$ cat src/rtl/crc16_packet_framer_checker_defines.svh
// assertion macros for the crc16 packet framer and checker
`ifndef CRC16_PACKET_FRAMER_CHECKER_DEFINES_SVH
`define CRC16_PACKET_FRAMER_CHECKER_DEFINES_SVH

`ifndef SYNTHESIS
`define CPFC_ASSERT(label, prop, msg) \
  label: assert property (@(posedge clk) disable iff (rst) prop) else $error(msg);
`define CPFC_ASSERT_RST(label, prop, msg) \
  label: assert property (@(posedge clk) prop) else $error(msg);
`else
`define CPFC_ASSERT(label, prop, msg)
`define CPFC_ASSERT_RST(label, prop, msg)
`endif

`endif

$ cat src/rtl/cpfc_pkg.sv
// shared types, codes and crc function for the crc16 packet framer and checker
`default_nettype none

package cpfc_pkg;

  localparam logic [15:0] CrcPoly = 16'h1021;
  localparam logic [15:0] CrcTop  = 16'h8000;

  localparam logic [1:0] KindTx     = 2'd0;
  localparam logic [1:0] KindRx     = 2'd1;
  localparam logic [1:0] KindStatus = 2'd2;

  localparam logic [1:0] StOk    = 2'd0;
  localparam logic [1:0] StBad   = 2'd1;
  localparam logic [1:0] StShort = 2'd2;

  localparam int QDepth = 4;
  localparam int QPtrW  = $clog2(QDepth);
  localparam int QCntW  = $clog2(QDepth + 1);
  localparam int MaxRes = 3;

  typedef struct packed {
    logic [7:0] out_byte;
    logic [1:0] out_kind;
    logic [1:0] status;
    logic       run_last;
  } result_t;

  typedef struct packed {
    logic [1:0]              n;
    result_t [MaxRes-1:0]    res;
  } push_t;

  function automatic logic [15:0] crc_fold(input logic [15:0] crc, input logic [7:0] b);
    logic [15:0] c;
    c = crc ^ {b, 8'h00};
    for (int i = 0; i < 8; i++) begin
      if ((c & CrcTop) != 16'h0000) begin
        c = {c[14:0], 1'b0} ^ CrcPoly;
      end else begin
        c = {c[14:0], 1'b0};
      end
    end
    return c;
  endfunction

endpackage

`default_nettype wire

$ cat src/rtl/cpfc_engine.sv
// input register, crc state and per-word result generation
`default_nettype none

`include "crc16_packet_framer_checker_defines.svh"

module cpfc_engine (
  input  wire logic                      clk,
  input  wire logic                      rst,
  input  wire logic                      in_valid,
  output      logic                      in_ready,
  input  wire logic                      command,
  input  wire logic [7:0]                data_byte,
  input  wire logic                      first,
  input  wire logic                      last,
  input  wire logic                      crc_on,
  input  wire logic [cpfc_pkg::QCntW-1:0] free,
  output      cpfc_pkg::push_t           push
);

  logic        iv;
  logic        r_cmd;
  logic [7:0]  r_byte;
  logic        r_first;
  logic        r_last;
  logic        r_crc_on;

  logic [15:0] crc;
  logic [15:0] crc_next;
  logic [7:0]  hb0;
  logic [7:0]  hb0_next;
  logic [7:0]  hb1;
  logic [7:0]  hb1_next;
  logic [1:0]  fill;
  logic [1:0]  fill_next;

  logic [15:0] tx_crc;
  logic [15:0] rx_crc;
  logic        full;
  logic        proc;
  logic        accept;
  logic [1:0]  n;
  logic [1:0]  st;
  cpfc_pkg::result_t [cpfc_pkg::MaxRes-1:0] res;

  assign full   = fill[1];
  assign tx_crc = cpfc_pkg::crc_fold(r_first ? 16'h0000 : crc, r_byte);
  assign rx_crc = cpfc_pkg::crc_fold(crc, hb0);

  always_comb begin
    crc_next  = crc;
    hb0_next  = hb0;
    hb1_next  = hb1;
    fill_next = fill;
    n         = 2'd0;
    st        = cpfc_pkg::StOk;
    res       = '0;
    if (!r_cmd) begin
      crc_next = tx_crc;
      if (r_first) begin
        fill_next = 2'd0;
      end
      res[0] = '{r_byte, cpfc_pkg::KindTx, cpfc_pkg::StOk, !(r_last && r_crc_on)};
      n = 2'd1;
      if (r_last && r_crc_on) begin
        res[1] = '{tx_crc[15:8], cpfc_pkg::KindTx, cpfc_pkg::StOk, 1'b0};
        res[2] = '{tx_crc[7:0], cpfc_pkg::KindTx, cpfc_pkg::StOk, 1'b1};
        n = 2'd3;
      end
    end else if (!r_crc_on) begin
      res[0] = '{r_byte, cpfc_pkg::KindRx, cpfc_pkg::StOk, 1'b1};
      n = 2'd1;
    end else begin
      if (full) begin
        crc_next = rx_crc;
        res[0]   = '{hb0, cpfc_pkg::KindRx, cpfc_pkg::StOk, !r_last};
        n        = 2'd1;
        hb0_next = hb1;
        hb1_next = r_byte;
      end else begin
        if (fill[0]) begin
          hb1_next = r_byte;
        end else begin
          hb0_next = r_byte;
        end
        fill_next = fill + 2'd1;
      end
      if (r_last) begin
        if (full || fill[0]) begin
          st = ({hb0_next, hb1_next} == crc_next) ? cpfc_pkg::StOk : cpfc_pkg::StBad;
        end else begin
          st = cpfc_pkg::StShort;
        end
        if (full) begin
          res[1] = '{8'h00, cpfc_pkg::KindStatus, st, 1'b1};
          n = 2'd2;
        end else begin
          res[0] = '{8'h00, cpfc_pkg::KindStatus, st, 1'b1};
          n = 2'd1;
        end
        fill_next = 2'd0;
      end
    end
  end

  assign proc     = iv && ({{(cpfc_pkg::QCntW-2){1'b0}}, n} <= free);
  assign in_ready = !iv || proc;
  assign accept   = in_valid && in_ready;
  assign push.n   = proc ? n : 2'd0;
  assign push.res = res;

  always_ff @(posedge clk) begin
    if (rst) begin
      iv   <= 1'b0;
      crc  <= 16'h0000;
      hb0  <= 8'h00;
      hb1  <= 8'h00;
      fill <= 2'd0;
    end else begin
      if (accept) begin
        iv <= 1'b1;
      end else if (proc) begin
        iv <= 1'b0;
      end
      if (proc) begin
        crc  <= crc_next;
        hb0  <= hb0_next;
        hb1  <= hb1_next;
        fill <= fill_next;
      end
    end
  end

  always_ff @(posedge clk) begin
    if (accept) begin
      r_cmd    <= command;
      r_byte   <= data_byte;
      r_first  <= first;
      r_last   <= last;
      r_crc_on <= crc_on;
    end
  end

  `CPFC_ASSERT(a_fill_range, fill != 2'd3, "holdback fill out of range")
  `CPFC_ASSERT(a_push_fits, proc |-> ({{(cpfc_pkg::QCntW-2){1'b0}}, push.n} <= free), "push overflows queue")

endmodule

`default_nettype wire

$ cat config.mk
export PLATFORM = sky130hd
export DESIGN_NAME = cpfc_engine
export DESIGN_NICKNAME = d
export VERILOG_FILES = /design/src/rtl/cpfc_pkg.sv /design/src/rtl/cpfc_engine.sv
export VERILOG_INCLUDE_DIRS = /design/src /design/src/rtl
export SDC_FILE = /design/constraint.sdc
export NUM_CORES = 1
export LEC_CHECK = 0
export ABC_AREA = 1
export BUFFER_PORTS_ARGS = -buffer_cell sky130_fd_sc_hd__buf_4
export CAP_MARGIN = 40
export CORE_ASPECT_RATIO = 2
export CORE_MARGIN = 3
export CORE_UTILIZATION = 30
export DETAILED_ROUTE_END_ITERATION = 8
export GPL_TIMING_DRIVEN = 0
export PLACE_DENSITY = 0.59
export RECOVER_POWER = 25
export SLEW_MARGIN = 15
export SYNTH_ARGS = -nofsm -noshare
export SYNTH_HDL_FRONTEND = slang
export SYNTH_SLANG_ARGS = --single-unit
$ cat constraint.sdc
create_clock -name clk -period 6.9 [get_ports clk]
set_clock_uncertainty 0.05 [all_clocks]
set_input_delay 0.345 -clock clk [delete_from_list [all_inputs] [get_ports clk]]
set_output_delay 0.345 -clock clk [all_outputs]
set_load 0.1 [all_outputs]
# ---- Word-level counts from Yosys, hierarchy flattened
# Index checks and enable logic that the tools add are counted.
dict set report word_totals {
  input_bits 18
  regBits 47
  out_inout_bits 42
  elab_cells 103
}
dict set report op_classes {
  muxes 55
  n_eq_ne 3
  bitwise_logic 18
  n_lt_le_gt_ge 1
  add_sub_neg 1
  n_reduce_logical 14
}
# cell count
set ops {}
lappend ops {{13-bit 2-to-1 mux} 21}
lappend ops {{16-bit 2-to-1 mux} 6}
lappend ops {{26-bit 2-to-1 mux} 3}
lappend ops {{8-bit 2-to-1 mux} 8}
lappend ops {{3-bit inverter} 16}
lappend ops {{16-bit XOR} 2}
lappend ops {{2-bit 2-to-1 mux} 12}
lappend ops {{16-bit equality test} 1}
lappend ops {{3-bit AND reduction} 2}
lappend ops {{5-bit 2-to-1 mux} 1}
lappend ops {{1-bit 2-to-1 mux} 4}
lappend ops {{4-bit AND reduction} 1}
lappend ops {{2-bit nonzero test} 2}
lappend ops {{2-bit by 3-bit less-or-equal comparator with 1-bit output} 1}
lappend ops {{1-bit logical AND} 3}
lappend ops {{1-bit zero test} 3}
lappend ops {{3-bit inequality test (second input constant)} 1}
lappend ops {{2-bit by 1-bit adder with 2-bit output (second input constant)} 1}
lappend ops {{1-bit logical OR} 2}
lappend ops {{2-bit by 1-bit inequality test with 1-bit output (second input constant)} 1}
lappend ops {{2-bit AND reduction} 1}

# ---- Longest topological paths before layout
# Gate-level depths: netlist (run 1).
dict set report logic_depth {
  ltp_word 27
  depth_mapped 15
}

# ---- Worst setup path before layout (run 1)
# No wires, ideal clock.
dict set report synth_path {
  kind {register to register}
  start {register r_cmd}
  end {register r_byte[0] (enable)}
  required_time_ns 6.505
  slack_ns 1.825
  period_less_slack_ns 5.075
  path_stages_with_launch 12
  setup_time_ns 0.345
  n_path_buf 1
  arrival_time_ns 4.680
  path_cell_list {edfxtp_1 > buf_2 > nand2_1 > nor2_1 > nor2_1 > inv_1 > ha_1 > inv_1 > nor2_1 > o211ai_1 > nand2_1 > inv_1}
}
dict set report synth_via {
  elab_chain_len 5
}
# element line_no
set synth_lines {}
lappend synth_lines {{from (decl)} cpfc_engine.sv:21} ;# logic r_cmd;
lappend synth_lines {{from (signal assigned)} cpfc_engine.sv:135} ;# r_cmd <= command;
lappend synth_lines {{2-bit 2-to-1 mux} cpfc_engine.sv:57} ;# if (!r_cmd) begin
lappend synth_lines {{2-bit by 3-bit less-or-equal comparator with 1-bit output} cpfc_engine.sv:105} ;# assign proc = iv && ({{(cpfc_pkg::QCntW-2){1'b0}}, n} <= free);
lappend synth_lines {{1-bit logical AND} cpfc_engine.sv:105}
lappend synth_lines {{1-bit logical OR} cpfc_engine.sv:106} ;# assign in_ready = !iv || proc;
lappend synth_lines {{via in_ready} cpfc_engine.sv:10} ;# output logic in_ready,
lappend synth_lines {{1-bit logical AND} cpfc_engine.sv:107} ;# assign accept = in_valid && in_ready;
lappend synth_lines {{via accept} cpfc_engine.sv:40} ;# logic accept;
lappend synth_lines {{to (signal assigned)} cpfc_engine.sv:136} ;# r_byte <= data_byte;
lappend synth_lines {{to (decl)} cpfc_engine.sv:22} ;# logic [7:0] r_byte;
# The timed path passes the listed nets, and every way through them passes these cells.
# A chain may end at the register's enable or synchronous reset.

# ---- Worst setup path after layout (run 1)
dict set report layout_path {
  start {register r_cmd}
  end {register hb1[2]}
}
dict set report layout_via {
  elab_chain_len 4
}
# element line_no
set layout_lines {}
lappend layout_lines {{2-bit 2-to-1 mux} cpfc_engine.sv:57}
lappend layout_lines {{2-bit by 3-bit less-or-equal comparator with 1-bit output} cpfc_engine.sv:105}
lappend layout_lines {{1-bit logical AND} cpfc_engine.sv:105}
lappend layout_lines {{3-bit AND reduction (no line) *} n/a}
lappend layout_lines {{to (signal assigned)} cpfc_engine.sv:127} ;# hb1 <= hb1_next;
lappend layout_lines {{to (decl)} cpfc_engine.sv:31} ;# logic [7:0] hb1;
# Every way passes the cells marked *; elsewhere a longest branch is shown, timed or not.

==> flow_metrics.tcl, run 1 <==
set metrics [dict create \
    synth_area_mm2 0.00396 \
    layoutNonFillerInstCount 861 \
    cts_resized 0 \
    number_of_synthesis_warnings 0 \
    critPathCaptureType "flop" \
    fin_ws_ns 3.34 \
    detailedPlace.worstSlack_ns 3.78 \
    layout_filler_cell_count 1441 \
    clkSinkCount 47 \
    synth.yosys.seq_area_share 0.268 \
    timing.critical_path.required_ns 7.07 \
    final_cell_mix "sky130_fd_sc_hd__nand2_1 (199), sky130_fd_sc_hd__nand3_1 (80), sky130_fd_sc_hd__inv_1 (74), sky130_fd_sc_hd__o21ai_0 (53), sky130_fd_sc_hd__buf_4 (43)" \
    gp_congestion 0.941 \
    cp_slowest_stage_delay_ns 0.57 \
    hold_path_class "in2reg" \
    path_clk_slew_ns 0.07 \
    global_route.usage.total 0.204 \
    ctsRootBufferMaster "sky130_fd_sc_hd__clkbuf_16" \
    hold_start "data_byte[4]" \
    grt_pass1_vias 4356 \
    maxClockFrequency_mhz 281 \
    timing.critical_path.from_type "flop" \
    route.detailed.drc 0 \
    mostFrequentLayoutCell "sky130_fd_sc_hd__nand2_1" \
    detailed_place_hpwl_mm 12.1 \
    rrSetupSlack_ns 3.34 \
    status "complete, no violations" \
    post_layout_instance_area_mm2 0.00470 \
    drt_wl_total_mm 14.9 \
    worst-endpoint-arrival_ns 3.73 \
    critical_path.reg2reg.endpoint "hb1[2]" \
    ys_top_cells_by_area "sky130_fd_sc_hd__nand2_1 (19%), sky130_fd_sc_hd__dfxtp_1 (18%), sky130_fd_sc_hd__nand3_1 (10%)" \
    multi_input_logic_area_mm2 0.00239 \
    cts_tree "built" \
    layout-drive-gt1-share 0.156 \
    cell_rows 58 \
    io_pins 60 \
    largest_fanout_on_the_critical_path 10 \
    min_period_over_period 0.516 \
    overflow 0 \
    report.final.hold_viol_count 0 \
    powerDensity_mw_per_mm2 196 \
    final.hold.worst_slack_ns 0.197 \
    synth_top_area_cell "sky130_fd_sc_hd__nand2_1" \
    core_area_mm2 0.0128 \
    cts_buffer_depth 2 \
    static-leakage-power_nw 2.22 \
    post-synth-top-area-fraction 0.188 \
    wire_length_of_the_first_global_routing_pass_mm 22.8 \
    largest_net_degree_at_the_start_of_global_routing 15 \
    worstSkewPairLatency_ns 0.30 \
    chipHeight_um 169 \
    worst_pin_slew_ns 1.20 \
    fin_setup_tns_ns 0 \
    r2r_worst_path_depth 14 \
    finalCoreUtilization 0.368 \
    hold-path-cell-count 1 \
    total_vias_in_the_final_route 4426 \
    start_util 0.310 \
    setup_viol_count_final 0 \
    nets 733 \
    timing.critical_path.slowest_stage_cell "sky130_fd_sc_hd__clkbuf_1" \
    detail_route.iter0.violations 417 \
    die_w_um 87.3 \
    crit_chain "clkbuf_1, nand2_1, nor2_1, nor2_1, inv_1, ha_1, a21oi_1, o21ai_1, nand2_1, nor2_1, inv_1, clkbuf_1, o21ai_0, a21oi_1" \
    area_growth_from_synthesis_to_layout_pct 18.6 \
    detail_route.wl_per_cell_um 17.3 \
    post_dp_cell_area_mm2 0.00457 \
    number_of_buffers_inserted_by_port_buffering 53 \
    cts_buffers 5 \
    rsz0062_at_grt "false" \
    dp.cells 853 \
    drv_slew 0 \
    final.min_clock_period_ns 3.56 \
    detailedRoute.firstPassIterationCount 6 \
    ir_drop_mv 0.107 \
    timing.max_slew.rel_slack 0.206 \
    path_common_cell "sky130_fd_sc_hd__nor2_1" \
    hold_end "r_byte[4]" \
    timing_worst_setup_path_type "reg2reg" \
    register_area_mm2 0.00106 \
    detail_route.vias_per_cell 5.14 \
    die_area_mm2 0.0147 \
    cts_setup_buffers 0 \
    max_cap_viol_count 0 \
    h-tree-depth 2 \
    antenna_left 0 \
    regToRegStartpoint "r_cmd" \
    antenna_found_initial 0 \
    yosys_register_bits 47 \
    postSynthCellCount 645 \
    synth.avg_cell_area_um2 6.15 \
    antenna_cells_inserted 0 \
    totalPowerFinal_mw 0.920 \
    netlist-cell-type-count 36 \
    ctsHoldBuffers 0 \
]
==> power by group <==
part	leakage, nW	total, mW	internal (mW)	switching (mW)
sequential	0.402	0.320	0.299	0.0212
combinational	1.73	0.313	0.0801	0.233
clock	0.0812	0.286	0.170	0.116
==> state kept, by name (all words and copies together), names as in the netlist, 2 cells and up <==
name / flops
crc: 16
hb0: 8
hb1: 8
r_byte: 8
fill: 2
==> layer usage <==
metal	vias to the layer above	routed length (um)	share of wire	global-route usage
met5	-	0	0	0
met4	0	931	0.063	0.142
met3	45	626	0.042	0.0219
met2	176	7950	0.53	0.370
met1	2004	5370	0.36	0.209
li1	2201	-	-	-
==> Yosys cell counts <==
cell type	count
sky130_fd_sc_hd__inv_2	8
sky130_fd_sc_hd__xor2_2	7
sky130_fd_sc_hd__conb_1	1
sky130_fd_sc_hd__nor2_1	38
sky130_fd_sc_hd__nand3_2	5
sky130_fd_sc_hd__a21boi_1	2
sky130_fd_sc_hd__inv_1	74
sky130_fd_sc_hd__o31ai_1	2
sky130_fd_sc_hd__nand2_2	7
sky130_fd_sc_hd__o21ai_2	4
sky130_fd_sc_hd__buf_2	10
sky130_fd_sc_hd__buf_4	10
sky130_fd_sc_hd__buf_6	5
sky130_fd_sc_hd__o21ai_0	53
sky130_fd_sc_hd__ha_1	5
sky130_fd_sc_hd__nor3_1	1
sky130_fd_sc_hd__nand2_1	199
sky130_fd_sc_hd__xor2_1	2
sky130_fd_sc_hd__and2_1	4
sky130_fd_sc_hd__dfxtp_1	35
sky130_fd_sc_hd__a31oi_1	11
sky130_fd_sc_hd__xnor2_1	3
sky130_fd_sc_hd__nand4_1	6
sky130_fd_sc_hd__o211ai_1	5
sky130_fd_sc_hd__nand3_1	80
sky130_fd_sc_hd__clkbuf_1	9
sky130_fd_sc_hd__nor2_2	1
sky130_fd_sc_hd__nand3b_1	1
sky130_fd_sc_hd__inv_4	1
sky130_fd_sc_hd__a21oi_1	31
sky130_fd_sc_hd__clkinv_1	1
sky130_fd_sc_hd__edfxtp_1	12
sky130_fd_sc_hd__o21ai_1	8
sky130_fd_sc_hd__nand2_4	2
sky130_fd_sc_hd__nor2_8	1
sky130_fd_sc_hd__or2_1	1
==> layout make-up <==
class / count / area share
Sequential cell: 47 / 0.226
Inverter: 84 / 0.0676
Clock inverter: 3 / 0.00825
Timing Repair Buffer: 53 / 0.0783
Buffer: 34 / 0.0453
Tap cell: 150 / 0.0399
Clock buffer: 5 / 0.0266
Multi-Input combinational cell: 485 / 0.508
==> cells by family after synthesis <==
family                     synth area share
buffers and inverters                 0.134
DFF                                   0.268
AOI/OAI and AO/OA                     0.159
and+or+nand+nor                       0.382
xor gates and xnor gates             0.0398
adders and majority gates            0.0158
other                              0.000946
==> how the worst max path moves through the flow <==
stage	from	end	slack [ns]	cells after the start
after global routing	r_cmd	crc[1]	3.08	14
after CTS	r_cmd	hb1[6]	3.76	13
after floorplan	r_cmd	r_byte[0]	1.82	11
after global placement	r_cmd	hb1[7]	3.73	13
final	r_cmd	hb1[2]	3.34	14
after detailed placement	r_cmd	hb1[6]	3.78	13
==> critical path, delay by kind of cell, from the launching register on <==
family | cells | cell delay [ns]
AOI/OAI and AO/OA | 4 | 0.65
DFF | 1 | 0.35
adders and majority gates | 1 | 0.23
and+or+nand+nor | 5 | 1.02
buffers and inverters | 4 | 1.19
Power figures use the tool's default switching activity.
==> run 2, diff against run 1 <==
clock period = 3.39 ns   (was 6.9 ns; I/O delays follow)
==> run 2 against run 1 <==
  * Clock power up 110%
  * Cell count up 1.4%
  * Total power up 110%
  * Global-route usage up 0.38 points
  * Die area unchanged
  * Setup slack worse by 2.8 ns
  * Cell area up 3.4%
  * Non-clock buffer count up 12
  * Combinational power up 110%
  * Largest power group unchanged
==> flow_metrics.tcl, run 2 (same netlist as run 1, synthesis figures left out) <==
set metrics [dict create \
    multi_input_logic_area_mm2 0.00242 \
    worst_pin_slew_ns 1.19 \
    ir_drop_mv 0.268 \
    layoutNonFillerInstCount 873 \
    static-leakage-power_nw 2.28 \
    detail_route.iter0.violations 342 \
    finalCoreUtilization 0.381 \
    critPathCaptureType "output pin" \
    power_report.internal_total_mw 1.15 \
    final.min_clock_period_ns 2.86 \
    cts_buffer_depth 2 \
    combPwrFrac 0.339 \
    path_clk_slew_ns 0.07 \
    cts_buffers 5 \
    worst-endpoint-arrival_ns 2.64 \
    cts_resized 0 \
    hold_path_class "in2reg" \
    dp.cells 853 \
    clock_power_share 0.320 \
    antenna_cells_inserted 0 \
    max_cap_viol_count 0 \
    clkSinkCount 47 \
    detail_route.vias_per_cell 5.09 \
    ctsRootBufferMaster "sky130_fd_sc_hd__clkbuf_16" \
    drt_wl_total_mm 14.9 \
    cts_tree "built" \
    largest_net_degree_at_the_start_of_global_routing 15 \
    maxClockFrequency_mhz 350 \
    mostFrequentLayoutCell "sky130_fd_sc_hd__nand2_1" \
    powerDensity_mw_per_mm2 394 \
    io_pins 60 \
    cell_rows 58 \
    setup_viol_count_final 0 \
    status "complete, no violations" \
    cts_setup_buffers 0 \
    final_cell_mix "sky130_fd_sc_hd__nand2_1 (197), sky130_fd_sc_hd__nand3_1 (80), sky130_fd_sc_hd__inv_1 (72), sky130_fd_sc_hd__o21ai_0 (53), sky130_fd_sc_hd__buf_4 (43)" \
    net-switching-power_mw 0.764 \
    h-tree-depth 2 \
    overflow 0 \
    largest-register "crc" \
    gp_congestion 0.932 \
    antenna_left 0 \
    largest_fanout_on_the_critical_path 10 \
    area_growth_from_synthesis_to_layout_pct 22.6 \
    detailedRoute.firstPassIterationCount 5 \
    global_route.usage.total 0.208 \
    nets 745 \
    chipHeight_um 169 \
    die_area_mm2 0.0147 \
    ctsHoldBuffers 12 \
    layout-drive-gt1-share 0.165 \
    timing.max_slew.rel_slack 0.212 \
    number_of_buffers_inserted_by_port_buffering 53 \
    switching_share 0.399 \
    timing.critical_path.required_ns 3.17 \
    min_period_over_period 0.843 \
    antenna_found_initial 0 \
    layout_filler_cell_count 1403 \
    drv_slew 0 \
    detail_route.wl_per_cell_um 17.0 \
    start_util 0.310 \
    timing_worst_setup_path_type "reg2out" \
    worstSkewPairLatency_ns 0.30 \
    wire_length_of_the_first_global_routing_pass_mm 23.2 \
    rsz0062_at_grt "false" \
    timing.critical_path.from_type "flop" \
    seq_power_share 0.341 \
    total_vias_in_the_final_route 4441 \
    detailed_place_hpwl_mm 12.1 \
    largest_register_ffs 16 \
    die_w_um 87.3 \
    report.final.hold_viol_count 0 \
    grt_pass1_vias 4400 \
    register_area_mm2 0.00106 \
    core_area_mm2 0.0128 \
    route.detailed.drc 0 \
]
## run 2: cell types whose count changed in the layout (fill, tap and decap cells not counted), moves of 2 or more
cell | before | now
sky130_fd_sc_hd__dlygate4sd3_1 | 0 | 12
sky130_fd_sc_hd__inv_1 | 74 | 72
sky130_fd_sc_hd__nand2_1 | 199 | 197
sky130_fd_sc_hd__nor2_1 | 38 | 35
sky130_fd_sc_hd__nor2_4 | 0 | 2
## run 2: critical path, stage by stage, from the launching register on
cell	delay [ns]
sky130_fd_sc_hd__edfxtp_1	0.39
sky130_fd_sc_hd__clkinv_1	0.24
sky130_fd_sc_hd__clkbuf_1	0.47
sky130_fd_sc_hd__nand3_1	0.23
sky130_fd_sc_hd__nor2_1	0.12
sky130_fd_sc_hd__clkbuf_1	0.89
## run 2: per-layer routing
| metal | part of all wire | wire [um] | track usage |
|---|---|---|---|
| met1 | 0.36 | 5330 | 0.210 |
| met2 | 0.52 | 7750 | 0.371 |
| met3 | 0.040 | 596 | 0.0278 |
| met4 | 0.080 | 1180 | 0.155 |
| met5 | 0 | 0 | 0 |
## run 2: power groups by stage
stage	combinational (mW)	clock, mW	sequential [mW]
finish	0.649	0.613	0.652
global route	0.709	0.644	0.656
CTS	0.655	0.622	0.650
detailed placement	0.642	0	0.663
global placement	0.641	0	0.663
floorplan	0.491	0	0.648
## run 2: layout make-up
cell class | count | share of cell area
plain buffers | 34 | 0.0443
clock buffers | 6 | 0.0286
clock inverters | 2 | 0.00721
inverters | 84 | 0.0659
multi-input cells | 485 | 0.498
flip-flops and latches | 47 | 0.218
well taps | 150 | 0.0386
repair buffers | 65 | 0.0996
## run 2: path summary, 6_finish.rpt
kind | start | endpoint | slack, ns | depth (start not counted)
min reg2reg | hb1[6] | hb1[6] | 0.42 | 2
max reg2reg | r_last | hb0[4] | 0.54 | 13
min | rst | iv | 0.05 | 2
max | r_cmd | push[21] | 0.53 | 5
## run 2: per-stage QoR
step | worst slack [ns] | area (um2) | setup TNS (ns) | hold slack [ns] | power (mW)
after floorplan | -0.672 | 4020 | -8.51 | 0.189 | 1.14
after global placement | 0.547 | 4600 | 0 | 0.297 | 1.30
after detailed placement | 0.555 | 4600 | 0 | 0.299 | 1.30
after CTS | 0.538 | 4900 | 0 | 0.0383 | 1.93
after global routing | 0.249 | 4860 | 0 | 0.0397 | 2.01
final | 0.533 | 4860 | 0 | 0.0465 | 1.91
==> run 3, diff against run 2 <==
clock period = 2.95 ns   (was 3.39 ns; I/O delays follow)
==> run 3 against run 2 <==
  * First-iteration DRC count rose by 23%
  * Setup slack got worse by 0.26 ns
  * Cell area rose by 0.95%
  * Die area did not move
  * Utilization rose by 0.36 points
  * Wire length barely moved
  * Cell count did not move
  * Total power rose by 19%
  * Clock-buffer cell count did not move
  * Sequential cell count did not move
  * Sequential share of layout area fell by 0.21 points
  * Critical endpoint is now push[12]
  * Highest routed layer unchanged
==> flow_metrics.tcl, run 3 (same netlist as run 1, synthesis figures left out) <==
set metrics [dict create \
    layout-drive-gt1-share 0.181 \
    largest-register "crc" \
    final.min_clock_period_ns 2.67 \
    layoutNonFillerInstCount 873 \
    nets 745 \
    max_cap_viol_count 0 \
    detailedPlace.worstSlack_ns 0.0972 \
    timing.critical_path.from_type "flop" \
    status "complete, no violations" \
    critPathCaptureType "output pin" \
    ir_drop_mv 0.327 \
    detailedRoute.firstPassIterationCount 6 \
    timing.max_slew.rel_slack 0.232 \
    start_util 0.310 \
    antenna_left 0 \
    clkSinkCount 47 \
    cts_setup_buffers 0 \
    area_growth_from_synthesis_to_layout_pct 23.8 \
    drt_wl_total_mm 14.8 \
    h-tree-depth 2 \
    total_vias_in_the_final_route 4382 \
    cts_tree "built" \
    maxClockFrequency_mhz 374 \
    power_report.internal_total_mw 1.39 \
    multi_input_logic_area_mm2 0.00244 \
    die_w_um 87.3 \
    final_cell_mix "sky130_fd_sc_hd__nand2_1 (197), sky130_fd_sc_hd__nand3_1 (80), sky130_fd_sc_hd__inv_1 (72), sky130_fd_sc_hd__o21ai_0 (47), sky130_fd_sc_hd__buf_4 (44)" \
    overflow 0 \
    largest_fanout_on_the_critical_path 10 \
    detailed_place_hpwl_mm 12.1 \
    rsz0062_at_grt "false" \
    path_clk_slew_ns 0.07 \
    global_route.usage.total 0.208 \
    antenna_cells_inserted 0 \
    setup_viol_count_final 0 \
    detail_route.iter0.violations 419 \
    ctsRootBufferMaster "sky130_fd_sc_hd__clkbuf_16" \
    worstSkewPairLatency_ns 0.30 \
    fin_ws_ns 0.278 \
    min_period_over_period 0.906 \
    largest_register_ffs 16 \
    layout_filler_cell_count 1403 \
    route.detailed.drc 0 \
    die_area_mm2 0.0147 \
    detail_route.vias_per_cell 5.02 \
    cts_buffers 5 \
    io_pins 60 \
    largest_net_degree_at_the_start_of_global_routing 15 \
    worst-endpoint-arrival_ns 2.47 \
    timing.critical_path.required_ns 2.75 \
    antenna_found_initial 0 \
    wire_length_of_the_first_global_routing_pass_mm 23.3 \
    number_of_buffers_inserted_by_port_buffering 53 \
    static-leakage-power_nw 2.31 \
    mostFrequentLayoutCell "sky130_fd_sc_hd__nand2_1" \
    combPwrFrac 0.332 \
    core_area_mm2 0.0128 \
    hold_path_class "in2reg" \
    timing_worst_setup_path_type "reg2out" \
    drv_slew 0 \
    cell_rows 58 \
    report.final.hold_viol_count 0 \
    switching_share 0.388 \
    powerDensity_mw_per_mm2 462 \
    chipHeight_um 169 \
    register_area_mm2 0.00106 \
    cts_buffer_depth 2 \
    seq_power_share 0.330 \
    worst_pin_slew_ns 1.16 \
    detail_route.wl_per_cell_um 17.0 \
    clock_power_share 0.338 \
    dp.cells 853 \
    grt_pass1_vias 4388 \
    gp_congestion 0.973 \
    net-switching-power_mw 0.879 \
]
run 3: final timing paths:
kind | startpoint | to | slack (ns) | cells after the start
max | r_cmd | push[12] | 0.28 | 7
min | rst | hb1[0] | 0.01 | 2
max reg2reg | r_last | hb0[4] | 0.33 | 14
min reg2reg | hb1[7] | hb1[7] | 0.42 | 2
run 3: per-layer routing:
metal  up-vias  part of all wire  track usage
met2       155              0.55        0.387
met3        37             0.037       0.0156
li1       2214                 -            -
met1      1976              0.36        0.216
met5         -                 0            0
met4         0             0.054        0.128
run 3: per-stage QoR:
step	util	power (mW)	hold WS, ns	TNS [ns]	cell area [um2]
final	0.384	2.27	0.0131	0	4910
after global placement	0.362	1.50	0.275	0	4620
after detailed placement	0.362	1.50	0.277	0	4620
after CTS	0.386	2.27	0.0114	0	4930
after floorplan	-	1.31	0.167	-15.28	4030
after global routing	0.384	2.37	0.0181	0	4910
run 3: area by class of cell:
class | count | area share
well taps | 150 | 0.0382
clock inverters | 2 | 0.0122
plain buffers | 34 | 0.0451
flip-flops and latches | 47 | 0.216
inverters | 84 | 0.0653
clock buffers | 6 | 0.0263
repair buffers | 65 | 0.100
multi-input cells | 485 | 0.496
run 3: critical path: stages (launching register included):
cell and delay (ns):
sky130_fd_sc_hd__edfxtp_1 0.35, sky130_fd_sc_hd__buf_4 0.23, sky130_fd_sc_hd__nand2_4 0.14, sky130_fd_sc_hd__inv_1 0.24, sky130_fd_sc_hd__clkbuf_1 0.58, sky130_fd_sc_hd__nand3_1 0.13, sky130_fd_sc_hd__o21ai_1 0.16, sky130_fd_sc_hd__buf_4 0.33
run 3: power groups by stage:
| stage | clock (mW) | sequential, mW | combinational (mW) |
|---|---|---|---|
| detailed placement | 0 | 0.760 | 0.741 |
| floorplan | 0 | 0.745 | 0.567 |
| finish | 0.767 | 0.749 | 0.753 |
| CTS | 0.770 | 0.746 | 0.756 |
| global placement | 0 | 0.762 | 0.740 |
| global route | 0.797 | 0.752 | 0.819 |
run 3: repair_timing:
item | in CTS | in global routing
endpoints found under the hold margin | 12 | 0
endpoints found under the setup margin | 0 | 28
gates resized for setup | 0 | 10
hold buffers | 12 | 0
